[config.mk]
export PLATFORM = sky130hd
export DESIGN_NAME = slew_limited_drive_and_servo_unit_flat
export DESIGN_NICKNAME = d
export VERILOG_FILES = /design/src/rtl/slsd_pkg.sv /design/src/rtl/slsd_if.sv /design/src/rtl/slew_limited_drive_and_servo_unit.sv /design/src/rtl/slsd_mul.sv /design/src/rtl/slsd_slew.sv /design/src/flat_wrapper.sv
export SDC_FILE = /design/constraint.sdc
export NUM_CORES = 1
export LEC_CHECK = 0
export ABC_AREA = 0
export BUFFER_PORTS_ARGS = -buffer_cell sky130_fd_sc_hd__buf_4
export CAP_MARGIN = 20
export CORE_ASPECT_RATIO = 1.25
export CORE_MARGIN = 2
export CORE_UTILIZATION = 57
export DETAILED_ROUTE_END_ITERATION = 8
export PLACE_DENSITY = 0.76
export REMOVE_ABC_BUFFERS = 1
export SYNTH_ARGS = -nofsm -noshare
export SYNTH_HDL_FRONTEND = slang
export SYNTH_HIERARCHICAL = 1
export SYNTH_SLANG_ARGS = --single-unit
export TNS_END_PERCENT = 30
[constraint.sdc]
create_clock -name clk -period 16.04 [get_ports clk]
set_clock_uncertainty 0.2 [all_clocks]
set_input_delay 0.802 -clock clk [delete_from_list [all_inputs] [get_ports clk]]
set_output_delay 0.802 -clock clk [all_outputs]
set_load 0.02 [all_outputs]
[src/rtl/slsd_pkg.sv]
// ----------------------------------------------------------------------------
// slsd_pkg: shared types and constants of the slew-limited drive and servo
// Sequencer states, field widths and the fixed servo scaling constants.
// ----------------------------------------------------------------------------
package slsd_pkg;

    // field widths
    localparam int RATE_W  = 16;
    localparam int DT_W    = 8;
    localparam int VAL_W   = 16;
    localparam int LIM_W   = 14;
    localparam int CMP_W   = 8;
    localparam int SERVO_W = 14;
    localparam int IDX_W   = 2;

    // shared multiplier operand and product widths
    localparam int MUL_W  = 19;
    localparam int PROD_W = 2 * MUL_W;

    // register indexes
    localparam logic [IDX_W-1:0] REG_DUTY_RATE     = 2'd0;
    localparam logic [IDX_W-1:0] REG_STEERING_RATE = 2'd1;
    localparam logic [IDX_W-1:0] REG_MAX_STEP_MS   = 2'd2;

    // register reset values
    localparam logic [RATE_W-1:0] DUTY_RATE_RST     = 16'd16777;
    localparam logic [RATE_W-1:0] STEERING_RATE_RST = 16'd7864;
    localparam logic [DT_W-1:0]   MAX_STEP_RST      = 8'd50;

    // steering target saturation, 90 degrees in 1/256 degree
    localparam logic signed [VAL_W-1:0] STEER_LIMIT = 16'sd23040;

    // PWM full scale for the drive compares
    localparam logic [CMP_W-1:0] PWM_FULL = 8'd255;
    localparam int               DUTY_SHIFT = 15;

    // servo: compare = floor((38400 - steer) * 16383 / 512000)
    //   = floor(((y * 16383) >> 12) / 125), the divide by 125 done as
    //   a reciprocal multiply, exact for a dividend below 2**18
    localparam logic signed [VAL_W:0] SERVO_CENTER = 17'sd38400;
    localparam logic [SERVO_W-1:0]    SERVO_MAX    = 14'd16383;
    localparam int                    PRE_SHIFT    = 12;
    localparam int                    QUOT_W       = 18;
    localparam logic [MUL_W-1:0]      RECIP_125    = 19'd268436;
    localparam int                    RECIP_SHIFT  = 25;

    // sequencer states, one-hot
    typedef enum logic [6:0] {
        S_IDLE  = 7'b0000001,
        S_DLIM  = 7'b0000010,
        S_SLIM  = 7'b0000100,
        S_FWD   = 7'b0001000,
        S_SERVO = 7'b0010000,
        S_DIV   = 7'b0100000,
        S_DONE  = 7'b1000000
    } seq_state_t;

endpackage

[src/rtl/slsd_if.sv]
// ----------------------------------------------------------------------------
// slsd_if: request channels of the slew-limited drive and servo
// Tick input, result output and register write channels, valid/ready.
// ----------------------------------------------------------------------------

// tick request channel
interface slsd_tick_if;
    logic               valid;
    logic               ready;
    logic [15:0]        elapsed_ms;
    logic signed [15:0] target_duty;
    logic signed [15:0] target_steering;
    logic               active;

    modport source (output valid, elapsed_ms, target_duty, target_steering, active,
                    input ready);
    modport sink   (input valid, elapsed_ms, target_duty, target_steering, active,
                    output ready);
endinterface

// result request channel
interface slsd_result_if;
    logic               valid;
    logic               ready;
    logic [7:0]         forward_compare;
    logic [7:0]         reverse_compare;
    logic [13:0]        servo_compare;
    logic signed [15:0] duty_now;
    logic signed [15:0] steering_now;

    modport source (output valid, forward_compare, reverse_compare, servo_compare,
                    duty_now, steering_now, input ready);
    modport sink   (input valid, forward_compare, reverse_compare, servo_compare,
                    duty_now, steering_now, output ready);
endinterface

// register write channel
interface slsd_cfg_if;
    logic        valid;
    logic        ready;
    logic [1:0]  reg_index;
    logic [15:0] data;

    modport source (output valid, reg_index, data, input ready);
    modport sink   (input valid, reg_index, data, output ready);
endinterface

[src/rtl/slew_limited_drive_and_servo_unit.sv]
// ----------------------------------------------------------------------------
// slew_limited_drive_and_servo_unit: slew-limited motor duty and steering servo
// Slews applied duty and steering toward their targets each tick and derives
// the forward/reverse drive compares and the 20 ms servo compare.
// ----------------------------------------------------------------------------
//  channel  dir  request contents
//  tick     in   elapsed_ms, target_duty, target_steering, active
//  result   out  forward_compare, reverse_compare, servo_compare,
//                duty_now, steering_now
//  cfg      in   reg_index (0 duty_rate, 1 steering_rate, 2 max_step_ms), data
//
//  A tick runs in order: accept, then five passes through the one shared
//  19x19 multiplier (two slew limits, drive compare, servo scale, divide by
//  125 via reciprocal), then the load of the result register.
//  tick.ready is high only while the sequencer is idle; a result waiting in
//  the output register does not block the next tick until that tick finishes.
//  A stalled result holds the sequencer in its last state.
//  cfg.ready is always high. Reset clears applied duty and steering.
// ----------------------------------------------------------------------------
module slew_limited_drive_and_servo_unit
    import slsd_pkg::*;
(
    input  logic          clk,
    input  logic          rst_n,
    slsd_tick_if.sink     tick,
    slsd_result_if.source result,
    slsd_cfg_if.sink      cfg
);

    seq_state_t state_reg, state_next;

    logic [RATE_W-1:0] duty_rate_reg;
    logic [RATE_W-1:0] steering_rate_reg;
    logic [DT_W-1:0]   max_step_reg;

    logic [DT_W-1:0]         dt_reg;
    logic signed [VAL_W-1:0] tduty_reg;
    logic signed [VAL_W-1:0] tsteer_reg;
    logic                    active_reg;
    logic signed [VAL_W-1:0] duty_reg;
    logic signed [VAL_W-1:0] steer_reg;
    logic [CMP_W-1:0]        fwd_reg;
    logic [CMP_W-1:0]        rev_reg;

    logic                    out_valid_reg;
    logic [CMP_W-1:0]        out_fwd_reg;
    logic [CMP_W-1:0]        out_rev_reg;
    logic [SERVO_W-1:0]      out_servo_reg;
    logic signed [VAL_W-1:0] out_duty_reg;
    logic signed [VAL_W-1:0] out_steer_reg;

    logic                    mul_en;
    logic [MUL_W-1:0]        mul_a;
    logic [MUL_W-1:0]        mul_b;
    logic [PROD_W-1:0]       prod;

    logic signed [VAL_W-1:0] slew_cur;
    logic signed [VAL_W-1:0] slew_tgt;
    logic signed [VAL_W-1:0] slew_nxt;

    logic                    tick_acc;
    logic                    out_free;
    logic signed [VAL_W:0]   neg_duty;
    logic [VAL_W-1:0]        duty_mag;
    logic signed [VAL_W:0]   servo_y;
    logic [DT_W-1:0]         dt_in;
    logic signed [VAL_W-1:0] tsteer_sat;

    assign tick_acc   = tick.valid && tick.ready;
    assign tick.ready = (state_reg == S_IDLE);
    assign cfg.ready  = 1'b1;
    assign out_free   = !out_valid_reg || result.ready;

    // input conditioning: clamp dt and saturate the steering target
    always_comb
    begin
        if (tick.elapsed_ms > {8'd0, max_step_reg})
        begin
            dt_in = max_step_reg;
        end
        else
        begin
            dt_in = tick.elapsed_ms[DT_W-1:0];
        end
        if (tick.target_steering > STEER_LIMIT)
        begin
            tsteer_sat = STEER_LIMIT;
        end
        else if (tick.target_steering < -STEER_LIMIT)
        begin
            tsteer_sat = -STEER_LIMIT;
        end
        else
        begin
            tsteer_sat = tick.target_steering;
        end
    end

    // magnitude of the applied duty and servo offset term
    always_comb
    begin
        neg_duty = -17'(duty_reg);
        duty_mag = duty_reg[VAL_W-1] ? neg_duty[VAL_W-1:0] : duty_reg;
        servo_y  = SERVO_CENTER - 17'(steer_reg);
    end

    // sequencer and shared-unit operand select
    always_comb
    begin
        state_next = state_reg;
        mul_en     = 1'b1;
        mul_a      = '0;
        mul_b      = '0;
        slew_cur   = duty_reg;
        slew_tgt   = tduty_reg;
        case (state_reg)
            S_IDLE:
            begin
                mul_en = 1'b0;
                if (tick_acc)
                begin
                    state_next = S_DLIM;
                end
            end
            S_DLIM:
            begin
                mul_a      = MUL_W'(duty_rate_reg);
                mul_b      = MUL_W'(dt_reg);
                state_next = S_SLIM;
            end
            S_SLIM:
            begin
                mul_a      = MUL_W'(steering_rate_reg);
                mul_b      = MUL_W'(dt_reg);
                state_next = S_FWD;
            end
            S_FWD:
            begin
                slew_cur   = steer_reg;
                slew_tgt   = tsteer_reg;
                mul_a      = MUL_W'(duty_mag);
                mul_b      = MUL_W'(PWM_FULL);
                state_next = S_SERVO;
            end
            S_SERVO:
            begin
                // servo_y stays within 15360..61440 for in-range steering
                mul_a      = MUL_W'(servo_y[VAL_W-1:0]);
                mul_b      = MUL_W'(SERVO_MAX);
                state_next = S_DIV;
            end
            S_DIV:
            begin
                mul_a      = MUL_W'(prod[PRE_SHIFT+QUOT_W-1:PRE_SHIFT]);
                mul_b      = RECIP_125;
                state_next = S_DONE;
            end
            S_DONE:
            begin
                mul_en = 1'b0;
                if (out_free)
                begin
                    state_next = S_IDLE;
                end
            end
            default:
            begin
                mul_en     = 1'b0;
                state_next = S_IDLE;
            end
        endcase
    end

    slsd_mul u_mul (
        .clk  (clk),
        .en   (mul_en),
        .a    (mul_a),
        .b    (mul_b),
        .prod (prod)
    );

    slsd_slew u_slew (
        .cur    (slew_cur),
        .target (slew_tgt),
        .lim    (prod[LIM_W+9:10]),
        .nxt    (slew_nxt)
    );

    // control state, configuration and applied values
    always_ff @(posedge clk or negedge rst_n)
    begin
        if (!rst_n)
        begin
            state_reg         <= S_IDLE;
            duty_rate_reg     <= DUTY_RATE_RST;
            steering_rate_reg <= STEERING_RATE_RST;
            max_step_reg      <= MAX_STEP_RST;
            duty_reg          <= '0;
            steer_reg         <= '0;
            out_valid_reg     <= 1'b0;
        end
        else
        begin
            state_reg <= state_next;
            if (cfg.valid)
            begin
                case (cfg.reg_index)
                    REG_DUTY_RATE:     duty_rate_reg     <= cfg.data;
                    REG_STEERING_RATE: steering_rate_reg <= cfg.data;
                    REG_MAX_STEP_MS:   max_step_reg      <= cfg.data[DT_W-1:0];
                    default:           ;
                endcase
            end
            // duty slews in S_SLIM, steering in S_FWD
            if (state_reg == S_SLIM)
            begin
                duty_reg <= active_reg ? slew_nxt : '0;
            end
            if (state_reg == S_FWD)
            begin
                steer_reg <= slew_nxt;
            end
            if (state_reg == S_DONE && out_free)
            begin
                out_valid_reg <= 1'b1;
            end
            else if (result.ready)
            begin
                out_valid_reg <= 1'b0;
            end
        end
    end

    // tick capture and result payload
    always_ff @(posedge clk)
    begin
        if (tick_acc)
        begin
            dt_reg     <= dt_in;
            tduty_reg  <= tick.target_duty;
            tsteer_reg <= tsteer_sat;
            active_reg <= tick.active;
        end
        // at most one side of the drive is nonzero
        if (state_reg == S_SERVO)
        begin
            fwd_reg <= duty_reg[VAL_W-1] ? '0 : prod[DUTY_SHIFT+CMP_W-1:DUTY_SHIFT];
            rev_reg <= duty_reg[VAL_W-1] ? prod[DUTY_SHIFT+CMP_W-1:DUTY_SHIFT] : '0;
        end
        // quotient is at most 1965, so it fits the servo compare without a clamp
        if (state_reg == S_DONE && out_free)
        begin
            out_fwd_reg   <= fwd_reg;
            out_rev_reg   <= rev_reg;
            out_servo_reg <= SERVO_W'(prod[PROD_W-1:RECIP_SHIFT]);
            out_duty_reg  <= duty_reg;
            out_steer_reg <= steer_reg;
        end
    end

    assign result.valid           = out_valid_reg;
    assign result.forward_compare = out_fwd_reg;
    assign result.reverse_compare = out_rev_reg;
    assign result.servo_compare   = out_servo_reg;
    assign result.duty_now        = out_duty_reg;
    assign result.steering_now    = out_steer_reg;

endmodule

[src/rtl/slsd_mul.sv]
// ----------------------------------------------------------------------------
// slsd_mul: shared unsigned multiplier
// One registered multiply per cycle when enabled; the sequencer feeds it.
// ----------------------------------------------------------------------------
module slsd_mul
    import slsd_pkg::*;
(
    input  logic              clk,
    input  logic              en,
    input  logic [MUL_W-1:0]  a,
    input  logic [MUL_W-1:0]  b,
    output logic [PROD_W-1:0] prod
);

    logic [PROD_W-1:0] prod_reg;

    // product register, payload only
    always_ff @(posedge clk)
    begin
        if (en)
        begin
            prod_reg <= a * b;
        end
    end

    assign prod = prod_reg;

endmodule

[src/rtl/slsd_slew.sv]
// ----------------------------------------------------------------------------
// slsd_slew: one slew step
// Moves cur toward target by at most lim; shared by duty and steering.
// ----------------------------------------------------------------------------
module slsd_slew
    import slsd_pkg::*;
(
    input  logic signed [VAL_W-1:0] cur,
    input  logic signed [VAL_W-1:0] target,
    input  logic [LIM_W-1:0]        lim,
    output logic signed [VAL_W-1:0] nxt
);

    logic signed [VAL_W:0] diff;
    logic signed [VAL_W:0] lim_s;
    logic signed [VAL_W:0] step;
    logic signed [VAL_W:0] sum;

    // clamp the difference to +/- lim
    always_comb
    begin
        diff  = 17'(target) - 17'(cur);
        lim_s = $signed({{(VAL_W+1-LIM_W){1'b0}}, lim});
        if (diff > lim_s)
        begin
            step = lim_s;
        end
        else if (diff < -lim_s)
        begin
            step = -lim_s;
        end
        else
        begin
            step = diff;
        end
        // result lies between cur and target, so it fits 16 bits
        sum = 17'(cur) + step;
        nxt = sum[VAL_W-1:0];
    end

endmodule

[src/flat_wrapper.sv]
// flat-port wrapper written by rule: the top's interface ports become plain ports
module slew_limited_drive_and_servo_unit_flat import slsd_pkg::*;
  (clk, rst_n, tick_valid, tick_elapsed_ms, tick_target_duty, tick_target_steering, tick_active, tick_ready, result_valid, result_forward_compare, result_reverse_compare, result_servo_compare, result_duty_now, result_steering_now, result_ready, cfg_valid, cfg_reg_index, cfg_data, cfg_ready);
  slsd_tick_if tick_i ();
  slsd_result_if result_i ();
  slsd_cfg_if cfg_i ();
  input  logic clk;
  input  logic rst_n;
  input wire logic [$bits(tick_i.valid)-1:0] tick_valid;
  input wire logic [$bits(tick_i.elapsed_ms)-1:0] tick_elapsed_ms;
  input wire logic [$bits(tick_i.target_duty)-1:0] tick_target_duty;
  input wire logic [$bits(tick_i.target_steering)-1:0] tick_target_steering;
  input wire logic [$bits(tick_i.active)-1:0] tick_active;
  output wire logic [$bits(tick_i.ready)-1:0] tick_ready;
  output wire logic [$bits(result_i.valid)-1:0] result_valid;
  output wire logic [$bits(result_i.forward_compare)-1:0] result_forward_compare;
  output wire logic [$bits(result_i.reverse_compare)-1:0] result_reverse_compare;
  output wire logic [$bits(result_i.servo_compare)-1:0] result_servo_compare;
  output wire logic [$bits(result_i.duty_now)-1:0] result_duty_now;
  output wire logic [$bits(result_i.steering_now)-1:0] result_steering_now;
  input wire logic [$bits(result_i.ready)-1:0] result_ready;
  input wire logic [$bits(cfg_i.valid)-1:0] cfg_valid;
  input wire logic [$bits(cfg_i.reg_index)-1:0] cfg_reg_index;
  input wire logic [$bits(cfg_i.data)-1:0] cfg_data;
  output wire logic [$bits(cfg_i.ready)-1:0] cfg_ready;
  assign tick_i.valid = tick_valid;
  assign tick_i.elapsed_ms = tick_elapsed_ms;
  assign tick_i.target_duty = tick_target_duty;
  assign tick_i.target_steering = tick_target_steering;
  assign tick_i.active = tick_active;
  assign tick_ready = tick_i.ready;
  assign result_valid = result_i.valid;
  assign result_forward_compare = result_i.forward_compare;
  assign result_reverse_compare = result_i.reverse_compare;
  assign result_servo_compare = result_i.servo_compare;
  assign result_duty_now = result_i.duty_now;
  assign result_steering_now = result_i.steering_now;
  assign result_i.ready = result_ready;
  assign cfg_i.valid = cfg_valid;
  assign cfg_i.reg_index = cfg_reg_index;
  assign cfg_i.data = cfg_data;
  assign cfg_ready = cfg_i.ready;
  slew_limited_drive_and_servo_unit u_core (.clk(clk), .rst_n(rst_n), .tick(tick_i), .result(result_i), .cfg(cfg_i));
endmodule
==> impl_metrics.toml <==
[route]
via_count = 18600
ant_nets = 0
viasPerCell = 5.74
drt-initial-drc-count = 1293
drc = 0
post_drt_wl_per_cell_um = 19.5
totalWireLength_um = 63400
drt_pass1_iterations = 6

[floorplan]
core_area_sq_um = 42900
dieArea_sq_um = 45000
io_pins = 137
die_w_um = 190
initial_core_util_pct = 57.6
rows = 85
die_height_um = 237

[critical_path]
cp-startpoint = "u_core/state_reg[6]"
crit_family = "compound AO/OA/AOI/OAI gates"
cp_common_cell = "a21oi_1"
crit_slowest_cell = "fa_1"
cpPeakStageDelay_ps = 550
timing.rr.start = "u_core/state_reg[6]"
endpoint_kind = "flop"
critPathArrivalTime_ps = 10110
worstSetupPathType = "reg2reg"
required_ps = 16260
crit_path_max_fanout = 58
start_kind = "flop"
worst-path-buf-inv = 5

[cts]
post_cts_buffers = 0
clk_latency_ps = 540
clk_pin_slew_worst_paths_ps = 60
cts_buffer_depth = 3
cts_resized = 0
cts_made_buffers = 26
cts.sinks = 226
h-tree-depth = 1
hold_buffers = 0
clockRootBuffer = "clkbuf_16"
cts_tree = "done"

[finish]
final_core_util_pct = 63.5
diodes = 0
final_nets = 3219
largest_reg_flops = 28
layout-drive-gt1-share_pct = 12.0
area_delta_synth_final_pct = 10.2

[global_route]
grt_usage_pct = 28.9
overflow = 0
grt_pass1_vias = 19900
grt_pass1_wl_um = 102000
grt_max_degree = 81
antenna_found_initial = 1

[timing]
tightest_slew_ps = 1060
min_period_over_period_pct = 61.6
final_hold_viol_count = 0
max_freq_mhz = 101
rsz0062_at_grt = "false"
setup-tns-final_ps = 0
drv_slew = 0
fin_crit_ps = 9890
setup_viol = 0
slew_headroom_pct = 29.7

[logic_synthesis]
yosysWarnings = 6
synth.avg_cell_area_sq_um = 9.72
syn_inst = 2540
syn_area_sq_um = 24700

[power]
design_power_total_mw = 3.49
p_leak_nw = 13.3
ir_drop_mv = 0.0983
p_per_area_nw_per_um2 = 128

[run]
drv_cap = 0

[hold_path]
hp-start = "u_core/fwd_reg[0]"
min-delay-path-class = "reg2reg"

[placed_design]
hpwl_um = 48900
routabilityCongestion = 0.944
io_buffers = 134

[status]
status = "completed"
-- cell usage in the layout, fill, tap and decap left out, drive strengths merged, types with 20 or more instances in the layout --
| cell type | instances |
|---|---|
| a21o | 37 |
| a21oi | 74 |
| and2 | 222 |
| buf | 156 |
| clkbuf | 35 |
| conb | 34 |
| dfrtp | 63 |
| edfxtp | 146 |
| fa | 290 |
| ha | 195 |
| inv | 442 |
| mux2 | 48 |
| nand2 | 385 |
| nand2b | 20 |
| nand3 | 44 |
| nor2 | 43 |
| nor3 | 28 |
| o21ai | 55 |
| xnor2 | 61 |
| xor2 | 24 |
-- metrics by stage --
stage | instance area [sq um] | setup slack, ps | hold slack [ps] | std cells
after floorplan | 24400 | 6540 | 200 | 2477
after global placement | 26300 | 6620 | 203 | 3197
after detailed placement | 26300 | 6370 | 208 | 3197
after CTS | 27200 | 6290 | 212 | 3245
after global routing | 27200 | 5420 | 219 | 3247
final | 27200 | 6150 | 221 | 3247
-- worst reg2reg max path: cells and delay by family, from the launching register on --
| kind | cells | cell delay, ps |
|---|---|---|
| AO/OA/AOI/OAI | 17 | 4340 |
| AND/OR/NAND/NOR | 11 | 2170 |
| adder cells (fa/ha/maj) | 4 | 1550 |
| flip-flops | 1 | 410 |
| buffers and inverters | 5 | 1100 |
-- area by class of cell --
cell class	count	area, sq um
Multi-Input combinational cell	1809	16300
Fill cell	3405	15600
Sequential cell	226	6410
Inverter	442	1660
Timing Repair Buffer	157	1200
Clock buffer	35	736
Tap cell	565	707
Clock inverter	13	154
-- power breakdown --
| group | total [mW] | leakage (nW) | switching, mW | internal [mW] |
|---|---|---|---|---|
| Combinational | 1.99 | 10.5 | 1.23 | 0.759 |
| Clock | 0.609 | 0.443 | 0.238 | 0.370 |
| Sequential | 0.894 | 2.34 | 0.134 | 0.760 |
-- worst paths after layout --
path	end	slack, ps	cells after the start
min	u_core/result.forward_compare[0]	220	0
min in group asynchronous	u_core/steer_reg[13]	480	2
max	u_core/duty_reg[14]	6150	37
max in group asynchronous	u_core/steering_rate_reg[12]	14520	3
max reg2reg	u_core/duty_reg[14]	6150	37
min reg2reg	u_core/result.forward_compare[0]	220	0
-- per-layer routing --
metal  track usage (%)  wire length (um)  share of wire [%]
met4              13.5              3430                5.4
met2              50.7             31700                 50
met5                 0                 0                  0
met3              3.54              4000                6.3
met1              35.3             24200                 38
No activity file was read; power rests on OpenSTA's default activity.
